[config.mk]
export PLATFORM = sky130hd
export DESIGN_NAME = rmst_ctrl
export DESIGN_NICKNAME = d
export VERILOG_FILES = /design/src/rtl/rmst_pkg.sv /design/src/rtl/rmst_ctrl.sv
export SDC_FILE = /design/constraint.sdc
export NUM_CORES = 1
export LEC_CHECK = 0
export ABC_AREA = 1
export BUFFER_PORTS_ARGS = -buffer_cell sky130_fd_sc_hd__buf_2
export CAP_MARGIN = 0
export CORE_AREA = 2 2 39 41
export CTS_BUF_LIST = sky130_fd_sc_hd__clkbuf_16
export DETAILED_ROUTE_END_ITERATION = 7
export DIE_AREA = 0 0 41 43
export MAX_ROUTING_LAYER = met4
export PLACE_DENSITY_LB_ADDON = 0.2
export SLEW_MARGIN = 20
export SYNTH_ARGS = -nofsm -noshare
export SYNTH_HDL_FRONTEND = slang
export SYNTH_SLANG_ARGS = --single-unit
[constraint.sdc]
create_clock -name clk -period 3.1 [get_ports clk]
set_clock_uncertainty 0.2 [all_clocks]
set_input_delay 0.31 -clock clk [delete_from_list [all_inputs] [get_ports clk]]
set_output_delay 0.31 -clock clk [all_outputs]
set_load 0.03 [all_outputs]
[src/rtl/rmst_pkg.sv]
package rmst_pkg;

    localparam int LEAVES_DEF = 1024;
    localparam int NODE_W     = 32;
    localparam int IDX_W      = 10;
    localparam int CFG_W      = 11;

    localparam logic [CFG_W-1:0]         ELEMS_RESET = 11'd1024;
    localparam logic signed [NODE_W-1:0] NODE_INIT   = 32'sh7FFF_FFFF;

    localparam logic ACT_WRITE  = 1'b0;
    localparam logic ACT_QUERY  = 1'b1;
    localparam logic STATUS_OK  = 1'b0;
    localparam logic STATUS_ERR = 1'b1;

    typedef struct packed {
        logic                     action;
        logic [IDX_W-1:0]         element_index;
        logic signed [NODE_W-1:0] element_value;
        logic [IDX_W-1:0]         range_first;
        logic [IDX_W-1:0]         range_last;
    } req_t;

    typedef struct packed {
        logic signed [NODE_W-1:0] min_value;
        logic                     status;
    } rsp_t;

    typedef enum logic [2:0] {
        ST_CLEAR,
        ST_IDLE,
        ST_LEAF,
        ST_CLIMB,
        ST_QLOOP,
        ST_QLO,
        ST_QHI
    } state_t;

    typedef enum logic [1:0] {
        FIN_WRITE,
        FIN_QUERY,
        FIN_ERROR
    } fin_t;

    typedef struct packed {
        logic clear_step;
        logic load;
        logic leaf_write;
        logic climb;
        logic read_lo;
        logic read_hi;
        logic take_lo;
        logic take_hi;
        logic shift;
        logic finish;
        fin_t fin_code;
    } ctl_cmd_t;

    typedef struct packed {
        logic clear_last;
        logic req_ok;
        logic req_query;
        logic parent_root;
        logic lo_lt_hi;
        logic lo_odd;
        logic hi_odd;
    } dp_stat_t;

    function automatic logic signed [NODE_W-1:0] smin(
        input logic signed [NODE_W-1:0] a,
        input logic signed [NODE_W-1:0] b
    );
        return (a < b) ? a : b;
    endfunction

endpackage

[src/rtl/rmst_ctrl.sv]
module rmst_ctrl (
    input  logic                clk,
    input  logic                rst_n,
    input  logic                start,
    input  rmst_pkg::dp_stat_t  stat,
    output rmst_pkg::ctl_cmd_t  cmd,
    output logic                busy
);

    rmst_pkg::state_t state_reg;
    rmst_pkg::state_t state_next;

    always_ff @(posedge clk or negedge rst_n)
    begin
        if (!rst_n)
        begin
            state_reg <= rmst_pkg::ST_CLEAR;
        end
        else
        begin
            state_reg <= state_next;
        end
    end

    always_comb
    begin
        state_next   = state_reg;
        cmd          = '0;
        cmd.fin_code = rmst_pkg::FIN_WRITE;
        case (state_reg)
            rmst_pkg::ST_CLEAR:
            begin
                cmd.clear_step = 1'b1;
                if (stat.clear_last)
                begin
                    state_next = rmst_pkg::ST_IDLE;
                end
            end
            rmst_pkg::ST_IDLE:
            begin
                if (start)
                begin
                    if (!stat.req_ok)
                    begin
                        cmd.finish   = 1'b1;
                        cmd.fin_code = rmst_pkg::FIN_ERROR;
                    end
                    else
                    begin
                        cmd.load   = 1'b1;
                        state_next = stat.req_query ? rmst_pkg::ST_QLOOP
                                                    : rmst_pkg::ST_LEAF;
                    end
                end
            end
            rmst_pkg::ST_LEAF:
            begin
                cmd.leaf_write = 1'b1;
                state_next     = rmst_pkg::ST_CLIMB;
            end
            rmst_pkg::ST_CLIMB:
            begin
                cmd.climb = 1'b1;
                if (stat.parent_root)
                begin
                    cmd.finish   = 1'b1;
                    cmd.fin_code = rmst_pkg::FIN_WRITE;
                    state_next   = rmst_pkg::ST_IDLE;
                end
            end
            rmst_pkg::ST_QLOOP:
            begin
                if (!stat.lo_lt_hi)
                begin
                    cmd.finish   = 1'b1;
                    cmd.fin_code = rmst_pkg::FIN_QUERY;
                    state_next   = rmst_pkg::ST_IDLE;
                end
                else if (stat.lo_odd)
                begin
                    cmd.read_lo = 1'b1;
                    state_next  = rmst_pkg::ST_QLO;
                end
                else if (stat.hi_odd)
                begin
                    cmd.read_hi = 1'b1;
                    state_next  = rmst_pkg::ST_QHI;
                end
                else
                begin
                    cmd.shift = 1'b1;
                end
            end
            rmst_pkg::ST_QLO:
            begin
                // fold left node, then either fetch the right one or go up a level
                cmd.take_lo = 1'b1;
                if (stat.hi_odd)
                begin
                    cmd.read_hi = 1'b1;
                    state_next  = rmst_pkg::ST_QHI;
                end
                else
                begin
                    cmd.shift  = 1'b1;
                    state_next = rmst_pkg::ST_QLOOP;
                end
            end
            rmst_pkg::ST_QHI:
            begin
                cmd.take_hi = 1'b1;
                cmd.shift   = 1'b1;
                state_next  = rmst_pkg::ST_QLOOP;
            end
            default:
            begin
                state_next = rmst_pkg::ST_IDLE;
            end
        endcase
    end

    assign busy = (state_reg != rmst_pkg::ST_IDLE);

endmodule

==> results of run 1 <==
power by group through the flow:
stage,Clock [mW],Combinational [mW],Sequential (mW)
global placement,0,0.410,0.118
global route,0.207,0.447,0.124
detailed placement,0,0.408,0.117
CTS,0.206,0.411,0.118
floorplan,0,0.378,0.0726
finish,0.203,0.407,0.118
stage by stage:
stage                     power [mW]  cell area, µm²  utilization
after global placement         0.528             546        0.394
after global routing           0.778             634        0.458
final                          0.728             634        0.458
after floorplan                0.451             432            -
after CTS                      0.735             634        0.458
after detailed placement       0.526             546        0.394
final cells by class:
| cell class | instances | area, µm² | area share |
|---|---|---|---|
| Multi-Input combinational cell | 52 | 288 | 0.454 |
| Timing Repair Buffer | 23 | 120 | 0.189 |
| Sequential cell | 3 | 75.1 | 0.118 |
| Clock buffer | 3 | 75.1 | 0.118 |
| Inverter | 14 | 52.6 | 0.0828 |
| Tap cell | 16 | 20.0 | 0.0316 |
| Clock inverter | 1 | 3.75 | 0.00592 |
tightest hold or removal path: cells and delay by family:
kind,cells,cell delay (ns)
buf+inv,2,0.13
simple gates,2,0.15
timing repair:
item / in CTS / in global routing
endpoints found under the hold margin: 3 / 0
endpoints found under the setup margin: 0 / 0
hold buffers: 1 / 0
path summary, 6_finish.rpt:
path                                          startpoint  depth (start not counted)                        to
min in group asynchronous                          rst_n                          2  state_reg[2]$_DFFE_PN0P_
max in group asynchronous                          rst_n                          2  state_reg[1]$_DFFE_PN0P_
worst max register to register  state_reg[0]$_DFFE_PN0P_                          7  state_reg[1]$_DFFE_PN0P_
worst max-delay path            state_reg[0]$_DFFE_PN0P_                          6                    cmd[6]
worst min-delay path                             stat[3]                          4  state_reg[1]$_DFFE_PN0P_
worst min register to register  state_reg[0]$_DFFE_PN0P_                          3  state_reg[0]$_DFFE_PN0P_
layer usage:
metal,vias up,share of wire,routed length (µm)
met4,0,0.018,20
met1,208,0.44,479
met5,-,0,0
met2,20,0.47,514
met3,2,0.066,72
li1,263,-,-
cell families after synthesis:
kind of cell,count (synthesis),synth area share
AND/OR/NAND/NOR,50,0.638
buffers and inverters,16,0.159
flip-flops,3,0.174
AO/OA/AOI/OAI,2,0.0290
placed cells by master (no fill, tap or decap), drive strengths merged:
| cell | count |
|---|---|
| dfrtp | 3 |
| o21bai | 1 |
| nor3 | 1 |
| buf | 22 |
| dlygate4sd3 | 1 |
| clkbuf | 3 |
| nand4 | 1 |
| nand2 | 22 |
| nor2 | 15 |
| nand3b | 2 |
| nand3 | 9 |
| inv | 15 |
| a21oi | 1 |
==> impl_metrics.csv, run 1 <==
group,metric,value,unit
finish,finalNetCount,107,
pwr,swShare,0.508,
sta,max_freq,0.485,GHz
finish,n_fill_cell,155,
sta,period_minus_slack,2.06,ns
route,drtAntennaViolNets,0,
floorplan,dieArea,0.00176,mm²
clock_tree,clock-sinks,3,
synthesis,ys_ff_latch,3,
pwr,power.share.clock,0.279,
sta,period_share,0.665,
outcome,status,"completed",
run,max_cap_violations,0,
route,drtPass1Iterations,4,
finish,area_delta_synth_final,47.0,%
synthesis,yosys.area.top_type,"dfrtp_1",
clock_tree,path_clk_slew,0.03,ns
synthesis,postSynthCellCount,71,
global_route,grt_pass1_wl,1.80,mm
placement,io_buffers,22,
sta,fin_setup_tns,0,ns
clock_tree,cts_root_buffer,"clkbuf_16",
pwr,power.internal,0.358,mW
clock_tree,htree_levels,1,
placement,dp_cells,107,
floorplan,dieHeight,43,µm
route,drc,0,
placement,place_hpwl,881,µm
critical_path,worstPathArrival,1.55,ns
critical_path,reg2reg_slack,1.62,ns
synthesis,yosysMostFrequentCell,"nand2_1",
pwr,leakage,0.407,nW
clock_tree,cts_setup_buffers,0,
global_route,grt_overflow_total,0,
finish,antenna_cells,0,
sta,fin_ws,1.04,ns
synthesis,yosysWarnings,0,
route,drt_iter0_drc,8,
critical_path,cpPeakStageDelay,0.51,ns
placement,place_ws,1.28,ns
route,wl_per_cell,9.71,µm
pwr,power_per_cell_area,1150,mW/mm²
critical_path,path_class,"reg -> out",
synthesis,syn_area_per_cell,6.08,µm²
clock_tree,ctsResizeCount,0,
global_route,antenna_found_initial,0,
min_path,hold_class,"in -> reg",
finish,largest_reg_flops,3,
placement,place_congestion,0.832,
clock_tree,cts_made_buffers,3,
synthesis,synth_edf_count,0,
global_route,grt_pass1_vias,448,
synthesis,mappedNetlistArea,432,µm²
critical_path,worstSetupStartpointType,"flip-flop",
clock_tree,cts_tree,"yes",
critical_path,cp.buffers_inverters,1,
floorplan,io_pins,23,
route,vias,493,
critical_path,path_cells,"nor2_4, nand2_4, nor2_1, nor2_1, nor2_1, buf_2",
global_route,use_met3,0.0314,
synthesis,synth_common_cells,"nand2_1, inv_1, nor2_1",
pwr,vdd_drop_max,0.000378,V
sta,rsz0062_at_grt,"no",
pwr,p_switching,0.370,mW
sta,slew_headroom,0.735,
sta,finalHoldViolCount,0,
synthesis,ys_seq_area_frac,0.174,
sta,setup_viol_count_final,0,
critical_path,crit_top_cell,"nor2_1",
global_route,top_usage_layer,"met2",
clock_tree,clk_latency,0.23,ns
sta,hold_ws,0.202,ns
route,routed_wl,1.09,mm
route,vias_per_cell,4.40,
synthesis,synth-async-reset-ratio,1.00,
floorplan,initial_utilization,0.312,
critical_path,crit_family,"simple AND/OR/NAND/NOR gates",
pwr,pwr-share-seq,0.162,
clock_tree,clk_path_buf_depth,2,
pwr,power_frac_comb,0.559,
floorplan,core,0.00138,mm²
synthesis,syn-num-nets,81,
sta,report.final.slew_viol_count,0,
critical_path,cp-end-kind,"output port",
global_route,grt_use_met1,0.198,
global_route,track_usage,0.157,
floorplan,die_w,41,µm
sta,worstMarginPinSlew,0.398,ns
critical_path,required,2.59,ns
global_route,grt_max_degree,9,
synthesis,synth.top_cell.area_share,0.174,
critical_path,critPathMaxFanout,8,
synthesis,synth_cell_types,18,
global_route,use_met2,0.219,
critical_path,slowest_stage,"dfrtp_1",
synthesis,synthTopCellsByArea,"dfrtp_1, nand2_1, inv_1",
finish,finalNonFillerCells,112,
finish,drive_gt1_frac,0.427,
synthesis,synthFlopType,"dfrtp_1",
floorplan,rows,14,
No activity file was read; power rests on OpenSTA's default activity.
==> run 2, diff against run 1 <==
--- a/config.mk
+++ b/config.mk
@@ -5,7 +5,7 @@
 export SDC_FILE = /design/constraint.sdc
 export NUM_CORES = 1
 export LEC_CHECK = 0
-export ABC_AREA = 1
+export ABC_AREA = 0
 export BUFFER_PORTS_ARGS = -buffer_cell sky130_fd_sc_hd__buf_2
 export CAP_MARGIN = 0
 export CORE_AREA = 2 2 39 41
==> constraint.sdc (replaced) <==
create_clock -name clk -period 1.7 [get_ports clk]
set_clock_uncertainty 0.2 [all_clocks]
set_input_delay 0.17 -clock clk [delete_from_list [all_inputs] [get_ports clk]]
set_output_delay 0.17 -clock clk [all_outputs]
set_load 0.03 [all_outputs]
==> impl_metrics.csv, run 2 <==
group,metric,value,unit
synthesis,synth.top_cell.area_share,0.188,
synthesis,postSynthCellCount,45,
placement,placed_area,581,µm²
pwr,leakage,0.371,nW
finish,finalNonFillerCells,95,
clock_tree,cts_tree,"yes",
sta,report.final.slew_viol_count,0,
placement,dp_cells,87,
outcome,status,"finished with violations",
critical_path,cp-end-kind,"output port",
route,vias,456,
clock_tree,clock-sinks,3,
sta,worstMarginPinSlew,0.328,ns
finish,finalNetCount,90,
finish,final_common_cell,"buf_2",
outcome,violations,"negative setup slack",
synthesis,syn-num-nets,55,
route,drtPass1Iterations,2,
critical_path,crit_family,"flip-flops",
finish,antenna_cells,0,
global_route,antenna_found_initial,0,
critical_path,cp.depth,5,
synthesis,yosysWarnings,0,
synthesis,mappedNetlistArea,400,µm²
synthesis,synth-async-reset-ratio,1.00,
synthesis,synth_cell_types,27,
run,max_cap_violations,0,
clock_tree,cts_made_buffers,3,
clock_tree,path_clk_slew,0.03,ns
placement,place_congestion,0.769,
critical_path,required,1.33,ns
critical_path,worstPathArrival,1.38,ns
synthesis,synth_xor_area_frac,0,
synthesis,synth_edf_count,0,
synthesis,yosysMostFrequentCell,"nor2_1",
sta,finalHoldViolCount,0,
synthesis,synthFlopType,"dfrtp_1",
clock_tree,clk_path_buf_depth,2,
route,wl_per_cell,11.8,µm
synthesis,synth_top_family_by_area,"simple AND/OR/NAND/NOR gates",
critical_path,cp.buffers_inverters,2,
synthesis,syn_area_per_cell,8.90,µm²
sta,max_freq,0.572,GHz
critical_path,path_cells,"buf_6, nand2_1, nor2_2, a211o_4, buf_6",
sta,fin_ws,-0.0480,ns
sta,rsz0062_at_grt,"yes",
global_route,grt_pass1_vias,395,
global_route,grt_pass1_wl,1.74,mm
sta,slew_headroom,0.782,
critical_path,path_class,"reg -> out",
synthesis,synthTopCellsByArea,"dfrtp_1, bufbuf_16, a2111oi_4",
floorplan,core,0.00138,mm²
synthesis,synthAdderAreaFrac,0,
finish,post-route-util,0.556,
global_route,grt_overflow_total,0,
critical_path,cpPeakStageDelay,0.43,ns
min_path,hold_class,"in -> async",
pwr,vdd_drop_max,0.00109,V
finish,area_delta_synth_final,92.2,%
critical_path,reg2regPathDepth,5,
sta,period_minus_slack,1.75,ns
route,drtAntennaViolNets,0,
sta,setup_viol_count_final,5,
finish,drive_gt1_frac,0.734,
route,vias_per_cell,4.80,
floorplan,rows,14,
sta,hold_ws,0.0687,ns
floorplan,dieArea,0.00176,mm²
critical_path,worstSetupStartpointType,"flip-flop",
floorplan,io_pins,23,
clock_tree,clk_latency,0.22,ns
floorplan,initial_utilization,0.289,
critical_path,slowest_stage,"dfrtp_2",
floorplan,die_w,41,µm
clock_tree,htree_levels,1,
synthesis,ys_seq_area_frac,0.188,
synthesis,yosys.area.top_type,"dfrtp_1",
pwr,power_per_cell_area,1990,mW/mm²
synthesis,synth-compound-area-share,0.259,
finish,largest_reg_flops,3,
synthesis,ys_ff_latch,3,
global_route,grt_max_degree,16,
critical_path,crit_top_cell,"buf_6",
global_route,track_usage,0.152,
clock_tree,cts_root_buffer,"clkbuf_16",
finish,stdcell_area,769,µm²
sta,period_share,1.03,
finish,mostFrequentLayoutCells,"buf_2, buf_4, buf_6",
route,routed_wl,1.12,mm
placement,io_buffers,22,
critical_path,critPathMaxFanout,4,
floorplan,dieHeight,43,µm
route,drc,0,
route,drt_iter0_drc,3,
placement,place_ws,0.0524,ns
placement,place_hpwl,823,µm
synthesis,synth-simple-area-share,0.350,
synthesis,muxShareOfSynthArea,0.0281,
## run 2: changes by cell type in the layout (fill, tap and decap cells not counted), sizes merged, moves of 2 or more
| cell | change |
|---|---|
| nor2 | -8 |
| nand2 | -19 |
| buf | +11 |
| o21ai | +3 |
| nor3b | +3 |
| nand3 | -9 |
| and3 | +3 |
| inv | -12 |
| nor3 | +2 |
## run 2: logic make-up (layout without fill, tap and decap cells)
logic type / Yosys count / count (layout)
mux: 1 / 1
flops: 3 / 3
compound gates: 11 / 11
buf+inv: 6 / 40
simple gates: 24 / 24
## run 2: final timing paths
path	to	startpoint	slack [ns]
max in group asynchronous	state_reg[2]$_DFFE_PN0P_	rst_n	1.11
hold reg to reg	state_reg[0]$_DFFE_PN0P_	state_reg[1]$_DFFE_PN0P_	0.52
hold / removal	state_reg[0]$_DFFE_PN0P_	rst_n	0.07
setup reg to reg	state_reg[0]$_DFFE_PN0P_	state_reg[0]$_DFFE_PN0P_	0.13
setup / recovery	cmd[2]	state_reg[0]$_DFFE_PN0P_	-0.05
min in group clk	state_reg[2]$_DFFE_PN0P_	stat[4]	0.09
## run 2: layout make-up
class	instances	area, µm²
clock buffer	3	75.1
clock inverter	1	3.75
fill	139	614
inverter	2	7.51
multi-input combinational	36	327
sequential	3	78.8
tap	16	20.0
timing repair buffer	34	258
## run 2: metrics by stage
step	power, mW	TNS (ns)
CTS	1.45	-0.124
finish	1.53	-0.131
global route	1.62	-0.412
global placement	0.978	0
detailed placement	0.981	0
floorplan	0.802	-0.0150
## run 2: report_power, final
part	leakage [nW]	internal [mW]	switching (mW)	total, mW
registers	0.0346	0.108	0.0604	0.169
clock network	0.0423	0.303	0.0626	0.366
logic	0.294	0.488	0.506	0.994
total	0.371	0.899	0.629	1.53
## run 2: what timing repair did
| action | in CTS | in global routing |
|---|---|---|
| endpoints found under the setup margin | 9 | 12 |
| endpoints found under the hold margin | 3 | 0 |
| gates resized for setup | 12 | 16 |
| pin swaps | 4 | 6 |
| hold buffers | 1 | 0 |
| setup buffers | 2 | 1 |
## run 2: metal layers
metal	GRT usage	routed length, µm	up-vias
met5	-	0	-
met4	0.0800	10	0
met2	0.203	540	16
met3	0.0314	83	2
met1	0.207	484	203
li1	-	-	235
